===== config.mk =====
export PLATFORM = sky130hd
export DESIGN_NAME = pcm_stream_header_checker_top
export DESIGN_NICKNAME = d
export VERILOG_FILES = /design/src/pcmhc_pkg.sv /design/src/pcmhc_collect.sv /design/src/pcmhc_verdict.sv /design/src/pcm_stream_header_checker_top.sv
export VERILOG_INCLUDE_DIRS = /design/src /design/src/src
export SDC_FILE = /design/constraint.sdc
export NUM_CORES = 1
export LEC_CHECK = 0
export BUFFER_PORTS_ARGS = -buffer_cell sky130_fd_sc_hd__buf_2
export CAP_MARGIN = 20
export CORE_AREA = 2 2 144 132
export CTS_BUF_LIST = sky130_fd_sc_hd__clkbuf_8
export CTS_CLUSTER_DIAMETER = 150
export DETAILED_ROUTE_END_ITERATION = 16
export DIE_AREA = 0 0 146 134
export PLACE_DENSITY = 0.81
export SETUP_SLACK_MARGIN = 0.05
export SLEW_MARGIN = 20
export SYNTH_ARGS = -nofsm -noshare
export SYNTH_HDL_FRONTEND = slang
export SYNTH_SLANG_ARGS = --single-unit

===== constraint.sdc =====
create_clock -name clock -period 7.7 [get_ports clock]
set_input_delay 0 -clock clock [delete_from_list [all_inputs] [get_ports clock]]
set_output_delay 0 -clock clock [all_outputs]
set_load 0.01 [all_outputs]

===== src/pcm_stream_header_checker_top_macros.svh =====
// Assertion macros for the stream header checker.
`ifndef PCM_STREAM_HEADER_CHECKER_TOP_MACROS_SVH
`define PCM_STREAM_HEADER_CHECKER_TOP_MACROS_SVH

// Same-cycle implication, disabled during reset.
`define PCMHC_ASSERT_NOW(label, clk, rst, ante, cons, msg) \
   label: assert property (@(posedge clk) disable iff (rst) (ante) |-> (cons)) \
      else $error(msg);

// Next-cycle implication, disabled during reset.
`define PCMHC_ASSERT_NEXT(label, clk, rst, ante, cons, msg) \
   label: assert property (@(posedge clk) disable iff (rst) (ante) |=> (cons)) \
      else $error(msg);

`endif


===== src/pcmhc_pkg.sv =====
// Types, constants and decode functions for the stream header checker.
package pcmhc_pkg;

   localparam int unsigned HDR_LEN      = 32;
   localparam int unsigned POS_W        = $clog2(HDR_LEN);
   localparam logic [POS_W-1:0] POS_LAST = POS_W'(HDR_LEN - 1);
   localparam logic [15:0] HDR_VERSION  = 16'd1;
   localparam logic [15:0] HDR_LENGTH   = 16'(HDR_LEN);
   localparam logic [15:0] HDR_ENDIAN   = 16'd1;
   localparam logic [7:0]  MAX_CH_RESET = 8'd8;

   // early failure flag bits
   localparam int unsigned FL_MAGIC    = 0;
   localparam int unsigned FL_VERSION  = 1;
   localparam int unsigned FL_LENGTH   = 2;
   localparam int unsigned FL_ENDIAN   = 3;
   localparam int unsigned FL_RESERVED = 4;
   localparam int unsigned FL_W        = 5;

   typedef enum logic [3:0] {
      ERR_NONE     = 4'd0,
      ERR_MAGIC    = 4'd1,
      ERR_VERSION  = 4'd2,
      ERR_LENGTH   = 4'd3,
      ERR_ENDIAN   = 4'd4,
      ERR_RESERVED = 4'd5,
      ERR_FORMAT   = 4'd6,
      ERR_BITS     = 4'd7,
      ERR_RATE     = 4'd8,
      ERR_CHANNELS = 4'd9,
      ERR_FRAME    = 4'd10
   } err_code_type;

   typedef struct packed {
      logic [7:0] hdr_byte;
      logic       starts_header;
   } req_word_type;

   typedef struct packed {
      logic        header_ok;
      logic [3:0]  error_code;
      logic [17:0] sample_rate;
      logic [7:0]  channel_count;
      logic [2:0]  format_id;
      logic [2:0]  sample_bytes;
      logic [9:0]  frame_size;
   } rsp_word_type;

   // Gathered header, handed from the collector to the verdict stage.
   typedef struct packed {
      logic            fire;
      logic [FL_W-1:0] flags;
      logic [31:0]     rate;
      logic [15:0]     channels;
      logic [15:0]     format;
      logic [15:0]     bits;
      logic [31:0]     frame;
   } hdr_fields_type;

   function automatic logic [7:0] sync_byte(input logic [2:0] idx);
      logic [7:0] b;
      case (idx)
         3'd0:    b = 8'h4C; // L
         3'd1:    b = 8'h50; // P
         3'd2:    b = 8'h31; // 1
         3'd3:    b = 8'h30; // 0
         3'd4:    b = 8'h4E; // N
         3'd5:    b = 8'h41; // A
         3'd6:    b = 8'h55; // U
         default: b = 8'h31; // 1
      endcase
      return b;
   endfunction

   // logical bit depth per format id, 0 for unknown ids
   function automatic logic [5:0] fmt_bits(input logic [15:0] id);
      logic [5:0] r;
      case (id)
         16'd1:   r = 6'd16;
         16'd2:   r = 6'd24;
         16'd3:   r = 6'd24;
         16'd4:   r = 6'd32;
         default: r = 6'd0;
      endcase
      return r;
   endfunction

   function automatic logic [2:0] fmt_bytes(input logic [15:0] id);
      logic [2:0] r;
      case (id)
         16'd1:   r = 3'd2;
         16'd2:   r = 3'd4;
         16'd3:   r = 3'd3;
         16'd4:   r = 3'd4;
         default: r = 3'd0;
      endcase
      return r;
   endfunction

   function automatic logic rate_ok(input logic [31:0] r);
      return (r == 32'd44100) || (r == 32'd48000) || (r == 32'd88200) ||
             (r == 32'd96000) || (r == 32'd176400) || (r == 32'd192000);
   endfunction

endpackage


===== src/pcmhc_collect.sv =====
// Byte position tracking, field gathering and early checks.
module pcmhc_collect import pcmhc_pkg::*; (
   input  logic           clock,
   input  logic           reset,
   input  logic           accept,
   input  req_word_type   req_data,
   output logic           last_pending,
   output hdr_fields_type fields
);

   logic [POS_W-1:0] pos_ff, pos_in, pos;
   logic [31:0]      shift_ff, shift_in;
   logic [FL_W-1:0]  flags_ff, flags_in;
   logic [31:0]      rate_ff, rate_in;
   logic [15:0]      chan_ff, chan_in;
   logic [15:0]      fmt_ff, fmt_in;
   logic [15:0]      bits_ff, bits_in;
   logic [31:0]      frame_ff, frame_in;

   always_comb begin
      pos      = req_data.starts_header ? '0 : pos_ff;
      shift_in = {shift_ff[23:0], req_data.hdr_byte};
      flags_in = (pos == '0) ? '0 : flags_ff;
      rate_in  = rate_ff;
      chan_in  = chan_ff;
      fmt_in   = fmt_ff;
      bits_in  = bits_ff;
      frame_in = frame_ff;
      case (pos) inside
         [5'd0:5'd7]: begin
            if (req_data.hdr_byte != sync_byte(pos[2:0])) flags_in[FL_MAGIC] = 1'b1;
         end
         5'd9: begin
            if (shift_in[15:0] != HDR_VERSION) flags_in[FL_VERSION] = 1'b1;
         end
         5'd11: begin
            if (shift_in[15:0] != HDR_LENGTH) flags_in[FL_LENGTH] = 1'b1;
         end
         5'd15: rate_in  = shift_in;
         5'd17: chan_in  = shift_in[15:0];
         5'd19: fmt_in   = shift_in[15:0];
         5'd21: bits_in  = shift_in[15:0];
         5'd23: begin
            if (shift_in[15:0] != HDR_ENDIAN) flags_in[FL_ENDIAN] = 1'b1;
         end
         5'd27: frame_in = shift_in;
         5'd31: begin
            if (shift_in != 32'd0) flags_in[FL_RESERVED] = 1'b1;
         end
         default: ;
      endcase
      pos_in = pos + POS_W'(1); // wraps after the last byte
   end

   always_ff @(posedge clock) begin
      if (reset) begin
         pos_ff   <= '0;
         shift_ff <= '0;
         flags_ff <= '0;
         rate_ff  <= '0;
         chan_ff  <= '0;
         fmt_ff   <= '0;
         bits_ff  <= '0;
         frame_ff <= '0;
      end else if (accept) begin
         pos_ff   <= pos_in;
         shift_ff <= shift_in;
         flags_ff <= flags_in;
         rate_ff  <= rate_in;
         chan_ff  <= chan_in;
         fmt_ff   <= fmt_in;
         bits_ff  <= bits_in;
         frame_ff <= frame_in;
      end
   end

   // offered word would be the last header byte
   assign last_pending = (pos == POS_LAST);

   always_comb begin
      fields.fire     = accept && (pos == POS_LAST);
      fields.flags    = flags_in;
      fields.rate     = rate_ff;
      fields.channels = chan_ff;
      fields.format   = fmt_ff;
      fields.bits     = bits_ff;
      fields.frame    = frame_ff;
   end

endmodule


===== src/pcmhc_verdict.sv =====
// Final header checks and the result register.
module pcmhc_verdict import pcmhc_pkg::*; (
   input  logic           clock,
   input  logic           reset,
   input  hdr_fields_type fields,
   input  logic [7:0]     max_channels,
   input  logic           rsp_stall,
   output logic           rsp_valid,
   output rsp_word_type   rsp_data
);

   logic         valid_ff, valid_in;
   rsp_word_type data_ff, data_in;
   err_code_type code;
   logic [5:0]   logical;
   logic [2:0]   phys;
   logic [10:0]  expect_bytes;

   always_comb begin
      logical      = fmt_bits(fields.format);
      phys         = fmt_bytes(fields.format);
      expect_bytes = 11'(fields.channels[7:0] * phys);
      if (fields.flags[FL_MAGIC])            code = ERR_MAGIC;
      else if (fields.flags[FL_VERSION])     code = ERR_VERSION;
      else if (fields.flags[FL_LENGTH])      code = ERR_LENGTH;
      else if (fields.flags[FL_ENDIAN])      code = ERR_ENDIAN;
      else if (fields.flags[FL_RESERVED])    code = ERR_RESERVED;
      else if (logical == 6'd0)              code = ERR_FORMAT;
      else if (fields.bits != {10'd0, logical}) code = ERR_BITS;
      else if (!rate_ok(fields.rate))        code = ERR_RATE;
      else if ((fields.channels == 16'd0) ||
               (fields.channels > {8'd0, max_channels})) code = ERR_CHANNELS;
      else if (fields.frame != {21'd0, expect_bytes}) code = ERR_FRAME;
      else                                   code = ERR_NONE;

      data_in.header_ok  = (code == ERR_NONE);
      data_in.error_code = code;
      if (code == ERR_NONE) begin
         data_in.sample_rate   = fields.rate[17:0];
         data_in.channel_count = fields.channels[7:0];
         data_in.format_id     = fields.format[2:0];
         data_in.sample_bytes  = phys;
         data_in.frame_size    = expect_bytes[9:0];
      end else begin
         data_in.sample_rate   = '0;
         data_in.channel_count = '0;
         data_in.format_id     = '0;
         data_in.sample_bytes  = '0;
         data_in.frame_size    = '0;
      end
      // input side holds off a new verdict while one is stalled here
      valid_in = fields.fire || (valid_ff && rsp_stall);
   end

   always_ff @(posedge clock) begin
      if (reset) begin
         valid_ff <= 1'b0;
      end else begin
         valid_ff <= valid_in;
      end
   end

   always_ff @(posedge clock) begin
      if (fields.fire) begin
         data_ff <= data_in;
      end
   end

   assign rsp_valid = valid_ff;
   assign rsp_data  = data_ff;

endmodule


===== src/pcm_stream_header_checker_top.sv =====
// Top level of the PCM stream header checker.
//
// Header bytes enter on the req_ channel, one word per byte in wire order;
// starts_header marks byte 0 and resets the byte position. After byte 31
// is taken, one verdict word leaves on the rsp_ channel: header_ok, the
// first failing check as error_code, and the decoded stream fields.
// A word is taken on a clock edge with valid high and stall low.
// The verdict register is valid in the cycle after byte 31 is accepted.
// Bytes are taken one per cycle unless req_stall holds them off; field
// gathering and the final checks each fit in one register stage.
// While a verdict waits under rsp_stall, header bytes keep flowing; only
// the byte that would complete the next header is held off by req_stall.
// csr_wr_en writes csr_wr_data into max_channels (reset value 8); write it
// only while the block is idle.
// Synchronous reset clears the byte position, gathered fields, the early
// failure flags and the result valid, and loads max_channels with 8.
module pcm_stream_header_checker_top import pcmhc_pkg::*; (
   input  logic         clock,
   input  logic         reset,
   input  logic         req_valid,
   output logic         req_stall,
   input  req_word_type req_data,
   output logic         rsp_valid,
   input  logic         rsp_stall,
   output rsp_word_type rsp_data,
   input  logic         csr_wr_en,
   input  logic [7:0]   csr_wr_data
);

`include "pcm_stream_header_checker_top_macros.svh"

   logic [7:0]     max_channels_ff;
   logic           accept;
   logic           last_pending;
   hdr_fields_type fields;
   logic           reject_seen, reject_clean;
   logic           ok_seen, frame_match;

   always_ff @(posedge clock) begin
      if (reset) begin
         max_channels_ff <= MAX_CH_RESET;
      end else if (csr_wr_en) begin
         max_channels_ff <= csr_wr_data;
      end
   end

   assign req_stall = rsp_valid && rsp_stall && last_pending;
   assign accept    = req_valid && !req_stall;

   pcmhc_collect u_collect (
      .clock        (clock),
      .reset        (reset),
      .accept       (accept),
      .req_data     (req_data),
      .last_pending (last_pending),
      .fields       (fields)
   );

   pcmhc_verdict u_verdict (
      .clock        (clock),
      .reset        (reset),
      .fields       (fields),
      .max_channels (max_channels_ff),
      .rsp_stall    (rsp_stall),
      .rsp_valid    (rsp_valid),
      .rsp_data     (rsp_data)
   );

   assign reject_seen  = rsp_valid && !rsp_data.header_ok;
   assign reject_clean = (rsp_data.sample_rate == '0) && (rsp_data.channel_count == '0) &&
                         (rsp_data.frame_size == '0);
   assign ok_seen      = rsp_valid && rsp_data.header_ok;
   assign frame_match  = (rsp_data.frame_size ==
                          10'(rsp_data.channel_count * rsp_data.sample_bytes));

   `PCMHC_ASSERT_NEXT(a_verdict_follows, clock, reset, fields.fire, rsp_valid, "no verdict")
   `PCMHC_ASSERT_NOW(a_reject_zeroes, clock, reset, reject_seen, reject_clean, "reject fields set")
   `PCMHC_ASSERT_NOW(a_frame_math, clock, reset, ok_seen, frame_match, "frame size mismatch")

endmodule


==> flow_summary.yaml, run 1 <==
clocking:
  cts_setup_buffers: 0
  clock_sinks: 202
  cts_resized: 0
  insertion_delay_ns: 0.58
  htree_levels: 1
  cts_root_buf: "clkbuf_8"
  cts_tree: "done"
  cts_buffers: 31
  ctsHoldBuffers: 28
  clk_pin_slew_ns: 0.07
  cts_buffer_depth: 3
synthesis:
  synth.avg_cell_area_um2: 8.71
  synth_top_area_frac: 0.316
  synth_warnings: 0
  netlist_area_mm2: 0.00982
  seq_area_frac_synth: 0.460
  synth_edf_count: 47
  synthArstFlopShare: 0
  ys_ff_latch: 202
  synthFlopType: "dfxtp_1"
  synth.top_cells.by_area: "dfxtp_1 (32%), edfxtp_1 (14%), nand2_1 (8.3%)"
  syn_inst: 1128
  synth_top_cell_by_area: "dfxtp_1"
  ys_types: 67
grt:
  grt_pass1_vias: 7660
  antenna_found_initial: 0
  overflow: 0
  grt_first_pass_wirelength_um: 39200
  grt_usage: 0.244
  grt_max_degree: 89
sta:
  hold_viol_final: 0
  tns_ns: 0
  setup_viol: 0
  finalCritPeriodShare: 0.862
  fin_crit_ns: 6.64
  relSlewSlack: 0.250
  slew_viol_final: 0
  max_freq_ghz: 0.151
  clock_skew_ns: 0.0138
  worstMarginPinSlew_ns: 1.13
  rsz0062_at_grt: "no"
floorplanning:
  std_cell_rows: 47
  fp.dieH_um: 134
  initial_core_util: 0.542
  die-area_mm2: 0.0196
  io_pins: 71
  core_area_mm2: 0.0181
  fp.dieW_um: 146
finish:
  seqCellArea_mm2: 0.00451
  multi_input_area_mm2: 0.00477
  final_common_cell: "nand2_1"
  stdcell_area_mm2: 0.0111
  diodes: 0
  syn_to_final_growth_pct: 12.6
  n_fill_cell: 1616
  drive_above_1_share: 0.140
  layout_common_cells: "nand2_1 (215), dfxtp_1 (155), a21oi_1 (111)"
  nNetsFinal: 1245
routing:
  routedWlPerCell_um: 16.6
  dr.pass1.iters: 5
  vias: 8249
  wirelength_um: 24200
  dr_wl_met2_um: 11200
  top_layer: "met4"
  met1_length_um: 10800
  route.detailed.drc: 0
  ant_nets: 0
  avgViaCountPerCell: 5.67
  met3WireLength_um: 1550
  drt_iter0_drc: 790
setup_path:
  critPathKind: "reg2reg"
  worstSetupStartpointType: "flop"
  endpoint_kind: "flop"
  crit_required_ns: 8.07
  crit_fanout: 41
  cp.arrival_ns: 7.01
power:
  power_density_mw_per_mm2: 181
  total_power_w: 0.00200
  ir_drop_uv: 135
  leakage_nw: 4.07
job:
  drv_cap: 0
placement:
  postPlaceCellArea_mm2: 0.0102
  dp_hpwl_um: 15900
  gp_congestion: 0.943
  port_buffers: 70
hold_path:
  hold_path.class: "in2reg"
run_status:
  status: "finished, final reports clean"
## area by class of cell
type                            count  area share
Tap cell                          245      0.0277
Timing Repair Buffer              106      0.0627
Clock inverter                     19     0.00758
Sequential cell                   202       0.408
Multi-Input combinational cell    789       0.431
Clock buffer                       34      0.0423
Inverter                           60      0.0204
## cells in the mapped netlist, types with 5 or more instances
master / n
inv_1: 60
and2_1: 5
nand2_1: 216
xor2_1: 9
nand4_1: 13
nor3_2: 38
and3_1: 5
mux2i_1: 53
nand2b_1: 7
nor2b_1: 7
buf_2: 5
clkbuf_1: 60
a21oi_1: 111
fa_1: 7
dfxtp_1: 155
buf_1: 9
edfxtp_1: 47
nor2_1: 103
nor4_1: 25
o21ai_0: 15
ha_1: 26
xnor2_1: 8
a211oi_1: 10
nand3_1: 16
nor3_1: 28
or4_1: 7
## cells by family (layout without fill, tap and decap cells)
group / count (synthesis) / count (layout) / synth area share
AND/OR/NAND/NOR: 494 / 494 / 0.249
flip-flops: 202 / 202 / 0.460
AO/OA/AOI/OAI: 186 / 186 / 0.112
buffers and inverters: 139 / 219 / 0.0569
multiplexers: 55 / 55 / 0.0567
adder cells (fa/ha/maj): 33 / 33 / 0.0474
XOR/XNOR: 18 / 18 / 0.0175
other: 1 / 3 / 0.000382
## critical path, cell delays in order (launching register included)
cell and delay (ns):
dfxtp_1 0.31, or4_1 0.60, nor3_1 0.25, nand3_1 0.17, nor3_1 0.62, inv_1 0.21, nor2_1 0.19, fa_1 0.41
ha_1 0.25, fa_1 0.44, a211oi_2 0.19, nor2_1 0.12, mux2_4 0.31, a211o_1 0.21, or4_1 0.53, or4_2 1.16
nor4_1 0.44
## sequential cells by signal, indices dropped and copies added (netlist names), 8 cells and up
register,count
u_collect.chan_ff,16
u_collect.rate_ff,32
u_collect.fmt_ff,16
u_collect.frame_ff,32
u_verdict.rsp_data,47
u_collect.shift_ff,24
max_channels_ff,8
u_collect.bits_ff,16
## report_power, final
group | switching, W | leakage (nW) | internal, W
registers | 0.0000154 | 1.59 | 0.00109
logic | 0.0000576 | 2.15 | 0.0000354
clock network | 0.000403 | 0.333 | 0.000403
total | 0.000476 | 4.07 | 0.00153
## metrics by stage
| step | std cells | worst slack, ns | hold WS [ns] | util |
|---|---|---|---|---|
| 6_report | 1455 | 1.06 | 0.0294 | 0.611 |
| 3_3_place_gp | 1374 | 1.36 | 0.225 | 0.564 |
| 3_5_place_dp | 1374 | 1.17 | 0.230 | 0.564 |
| 4_1_cts | 1455 | 1.14 | 0.00902 | 0.610 |
| 5_1_grt | 1455 | 0.764 | 0.0501 | 0.611 |
| 2_1_floorplan | 1130 | 2.29 | 0.130 | - |
## worst paths after layout
check,from,endpoint,slack (ns),cells past startpoint
worst max-delay path,u_collect.fmt_ff[9],u_verdict.rsp_data[0],1.06,16
worst min-delay path,reset,u_collect.bits_ff[15],0.03,2
worst max register to register,u_collect.fmt_ff[9],u_verdict.rsp_data[0],1.06,16
worst min register to register,u_collect.rate_ff[29],u_collect.rate_ff[29],0.46,2
## metal layers
layer / vias to the layer above / track usage
li1: 4008 / -
met1: 3871 / 0.332
met2: 314 / 0.400
met3: 56 / 0.0367
met4: 0 / 0.0858
met5: - / 0
Note: power is estimated with default switching activity, not from simulation.
==> run 2, diff against run 1 <==
==> constraint.sdc (replaced) <==
create_clock -name clock -period 7.7 [get_ports clock]
set_input_delay 1.54 -clock clock [delete_from_list [all_inputs] [get_ports clock]]
set_output_delay 1.54 -clock clock [all_outputs]
set_load 0.01 [all_outputs]
==> flow_summary.yaml, run 2 (synthesized netlist as in run 1, its figures left out) <==
run_status:
  status: "finished, final reports clean"
sta:
  clock_skew_ns: 0.0141
  slew_viol_final: 0
  relSlewSlack: 0.256
  rsz0062_at_grt: "no"
  max_freq_ghz: 0.152
  setup_viol: 0
  hold_viol_final: 0
  tns_ns: 0
  finalCritPeriodShare: 0.856
  fin_crit_ns: 6.59
  worstMarginPinSlew_ns: 1.12
finish:
  final_common_cell: "nand2_1"
  n_fill_cell: 1652
  largest_reg_flops: 47
  diodes: 0
  nNetsFinal: 1217
  syn_to_final_growth_pct: 9.73
  drive_above_1_share: 0.143
  stdcell_area_mm2: 0.0108
  layout_common_cells: "nand2_1 (215), dfxtp_1 (155), a21oi_1 (111)"
clocking:
  htree_levels: 1
  clock_sinks: 202
  insertion_delay_ns: 0.58
  cts_buffer_depth: 3
  cts_buffers: 31
  clk_pin_slew_ns: 0.07
  ctsHoldBuffers: 0
  cts_root_buf: "clkbuf_8"
  cts_resized: 0
  cts_tree: "done"
  cts_setup_buffers: 0
placement:
  dp_hpwl_um: 15900
  gp_congestion: 0.943
  port_buffers: 70
  postPlaceCellArea_mm2: 0.0102
floorplanning:
  core_area_mm2: 0.0181
  fp.dieW_um: 146
  io_pins: 71
  std_cell_rows: 47
  fp.dieH_um: 134
  initial_core_util: 0.542
  die-area_mm2: 0.0196
setup_path:
  critPathKind: "reg2reg"
  worstSetupStartpointType: "flop"
  crit_required_ns: 8.07
  crit_fanout: 41
  cp.arrival_ns: 6.96
  endpoint_kind: "flop"
routing:
  ant_nets: 0
  route.detailed.drc: 0
  wirelength_um: 23600
  dr.pass1.iters: 8
  routedWlPerCell_um: 16.5
  avgViaCountPerCell: 5.67
  drt_iter0_drc: 735
  vias: 8088
grt:
  grt_max_degree: 89
  grt_pass1_vias: 7449
  antenna_found_initial: 0
  grt_usage: 0.237
  grt_first_pass_wirelength_um: 38100
  overflow: 0
job:
  drv_cap: 0
power:
  ir_drop_uv: 123
  p_seq_frac: 0.556
  power_density_mw_per_mm2: 184
  netSwitchingPower_w: 0.000471
  pwr-share-clk: 0.405
  pwr-share-comb: 0.040
  p_int_w: 0.00152
  swShare: 0.237
  leakage_nw: 3.97
hold_path:
  hold_path.class: "reg2reg"
-- run 2: final timing paths --
check / from / slack [ns] / cells after the start / end
worst min-delay path: u_collect.rate_ff[29] / 0.45 / 2 / u_collect.rate_ff[29]
worst max register to register: u_collect.fmt_ff[9] / 1.11 / 16 / u_verdict.rsp_data[0]
worst max-delay path: u_collect.fmt_ff[9] / 1.11 / 16 / u_verdict.rsp_data[0]
worst min register to register: u_collect.rate_ff[29] / 0.45 / 2 / u_collect.rate_ff[29]
-- run 2: power by group through the flow --
stage / logic [W] / clock network [W] / registers, W
6_report: 0.0000794 / 0.000804 / 0.00110
3_5_place_dp: 0.0000780 / 0 / 0.00113
5_1_grt: 0.0000861 / 0.000865 / 0.00110
3_3_place_gp: 0.0000756 / 0 / 0.00113
4_1_cts: 0.0000782 / 0.000820 / 0.00110
2_1_floorplan: 0.0000600 / 0 / 0.00112
-- run 2: layout make-up --
type	instances	area (um^2)	share of cell area
multi-input combinational	789	4770	0.442
timing repair buffer	78	413	0.0383
sequential	202	4510	0.419
tap	245	307	0.0284
inverter	60	225	0.0209
clock inverter	19	83.8	0.00778
clock buffer	34	468	0.0434
-- run 2: per-stage QoR --
| stage | std cells | total power, W | util | worst slack [ns] | hold WS, ns |
|---|---|---|---|---|---|
| global route | 1427 | 0.00206 | 0.595 | 0.764 | 0.478 |
| floorplan | 1130 | 0.00118 | - | 2.29 | 0.436 |
| global placement | 1374 | 0.00120 | 0.564 | 1.36 | 0.442 |
| detailed placement | 1374 | 0.00120 | 0.564 | 1.17 | 0.449 |
| finish | 1427 | 0.00199 | 0.595 | 1.11 | 0.455 |
| CTS | 1427 | 0.00200 | 0.595 | 1.14 | 0.457 |
-- run 2: routing by layer --
layer | vias up | global-route usage | share of wire
li1 | 3946 | - | -
met5 | - | 0 | 0
met3 | 54 | 0.0378 | 0.063
met2 | 269 | 0.383 | 0.46
met4 | 0 | 0.0761 | 0.028
met1 | 3819 | 0.328 | 0.45
-- run 2: critical path, cell delays in order, from the launching register on --
cell      delay (ns)
dfxtp_1         0.31
or4_1           0.59
nor3_1          0.23
nand3_1         0.17
nor3_1          0.60
inv_1           0.20
nor2_1          0.19
fa_1            0.42
ha_1            0.25
fa_1            0.44
a211oi_2        0.19
nor2_1          0.13
mux2_4          0.31
a211o_1         0.21
or4_1           0.53
or4_2           1.15
nor4_1          0.44
==> run 3, diff against run 2 <==
--- a/config.mk
+++ b/config.mk
@@ -13,7 +13,7 @@
 export CTS_CLUSTER_DIAMETER = 150
 export DETAILED_ROUTE_END_ITERATION = 16
 export DIE_AREA = 0 0 146 134
-export PLACE_DENSITY = 0.81
+export PLACE_DENSITY_LB_ADDON = 0.05
 export SETUP_SLACK_MARGIN = 0.05
 export SLEW_MARGIN = 20
 export SYNTH_ARGS = -nofsm -noshare
==> flow_summary.yaml, run 3 (synthesized netlist as in run 1, its figures left out) <==
setup_path:
  crit_required_ns: 8.02
  endpoint_kind: "flop"
  cpLargestDelayFamily: "simple AND/OR/NAND/NOR gates"
  critPathKind: "reg2reg"
  cp.buffers_inverters: 1
  path_cells: "or4_1, nor3_1, nand3_1, nor3_1, inv_1, nor2_1, fa_1, ha_1, fa_1, a211oi_2, nor2_1, mux2_4, a211o_1, or4_1, or4_2, nor4_1"
  cpPeakStageDelay_ns: 1.15
  crit_fanout: 41
  worstSetupStartpointType: "flop"
  slowest_stage: "or4_2"
  cp.arrival_ns: 6.81
finish:
  stdcell_area_mm2: 0.0110
  largest_reg_flops: 47
  n_fill_cell: 1668
  nNetsFinal: 1226
  layout_common_cells: "nand2_1 (216), dfxtp_1 (155), a21oi_1 (111)"
  final_cells: 1442
  drive_above_1_share: 0.151
  final_common_cell: "nand2_1"
  syn_to_final_growth_pct: 11.7
  diodes: 0
placement:
  dp_hpwl_um: 16200
  placedCellCount: 1377
  postPlaceCellArea_mm2: 0.0102
  port_buffers: 70
  gp_congestion: 0.901
routing:
  ant_nets: 0
  dr.pass1.iters: 5
  routedWlPerCell_um: 16.9
  vias: 7982
  route.detailed.drc: 0
  avgViaCountPerCell: 5.54
  wirelength_um: 24400
  drt_iter0_drc: 536
grt:
  antenna_found_initial: 0
  grt_first_pass_wirelength_um: 39700
  grt_max_degree: 108
  grt_usage: 0.251
  grt_pass1_vias: 7483
  overflow: 0
power:
  power_density_mw_per_mm2: 196
  ir_drop_uv: 175
  total_power_w: 0.00215
  leakage_nw: 4.08
sta:
  rsz0062_at_grt: "no"
  clock_skew_ns: 0.0201
  slew_viol_final: 0
  relSlewSlack: 0.258
  worstMarginPinSlew_ns: 1.11
  fin_crit_ns: 6.50
  tns_ns: 0
  setup_viol: 0
  finalCritPeriodShare: 0.844
  hold_viol_final: 0
  max_freq_ghz: 0.154
clocking:
  clk_pin_slew_ns: 0.06
  ctsHoldBuffers: 0
  insertion_delay_ns: 0.53
  cts_resized: 0
  cts_root_buf: "clkbuf_8"
  cts_buffers: 36
  cts_setup_buffers: 0
  cts_buffer_depth: 3
  cts_tree: "done"
  clock_sinks: 202
  htree_levels: 2
job:
  drv_cap: 0
floorplanning:
  initial_core_util: 0.542
  fp.dieH_um: 134
  die-area_mm2: 0.0196
  io_pins: 71
  std_cell_rows: 47
  core_area_mm2: 0.0181
  fp.dieW_um: 146
run_status:
  status: "finished, final reports clean"
hold_path:
  hold_path.class: "reg2reg"
==> run 3: layer usage <==
layer,track usage,vias to the layer above,part of all wire
li1,-,3980,-
met4,0.0868,0,0.032
met1,0.353,3711,0.47
met2,0.398,227,0.44
met3,0.0405,64,0.053
met5,0,-,0
==> run 3: worst reg2reg max path, delay by kind of cell, from the launching register on <==
kind | cells | cell delay (ns)
compound gates | 2 | 0.41
simple gates | 9 | 3.96
buf+inv | 1 | 0.20
flops | 1 | 0.31
fa+ha+maj | 3 | 1.11
mux | 1 | 0.31
==> run 3: power by group <==
part / switching, W / total [W] / internal [W]
logic: 0.0000543 / 0.0000809 / 0.0000266
registers: 0.0000175 / 0.00111 / 0.00109
clock network: 0.000442 / 0.000966 / 0.000524
total: 0.000514 / 0.00215 / 0.00164
==> run 3: final timing paths <==
| check | from | to | slack (ns) | cells after the start |
|---|---|---|---|---|
| worst max-delay path | u_collect.fmt_ff[9] | u_verdict.rsp_data[0] | 1.20 | 16 |
| worst min-delay path | u_collect.frame_ff[24] | u_collect.frame_ff[24] | 0.45 | 2 |
| worst max register to register | u_collect.fmt_ff[9] | u_verdict.rsp_data[0] | 1.20 | 16 |
| worst min register to register | u_collect.frame_ff[24] | u_collect.frame_ff[24] | 0.45 | 2 |
==> run 3: cell type report <==
cell class | count | area [um^2] | area share
clock buffer | 41 | 564 | 0.0514
clock inverter | 23 | 134 | 0.0122
inverter | 60 | 225 | 0.0205
multi-input combinational | 789 | 4760 | 0.434
sequential | 202 | 4510 | 0.411
tap | 245 | 307 | 0.0279
timing repair buffer | 82 | 463 | 0.0422
==> run 3: through the flow <==
| stage | setup WS (ns) | utilization | hold WS (ns) |
|---|---|---|---|
| finish | 1.20 | 0.606 | 0.453 |
| global route | 0.814 | 0.606 | 0.471 |
| CTS | 1.23 | 0.604 | 0.454 |
| detailed placement | 1.26 | 0.565 | 0.446 |
| global placement | 1.29 | 0.565 | 0.441 |
| floorplan | 2.29 | - | 0.436 |
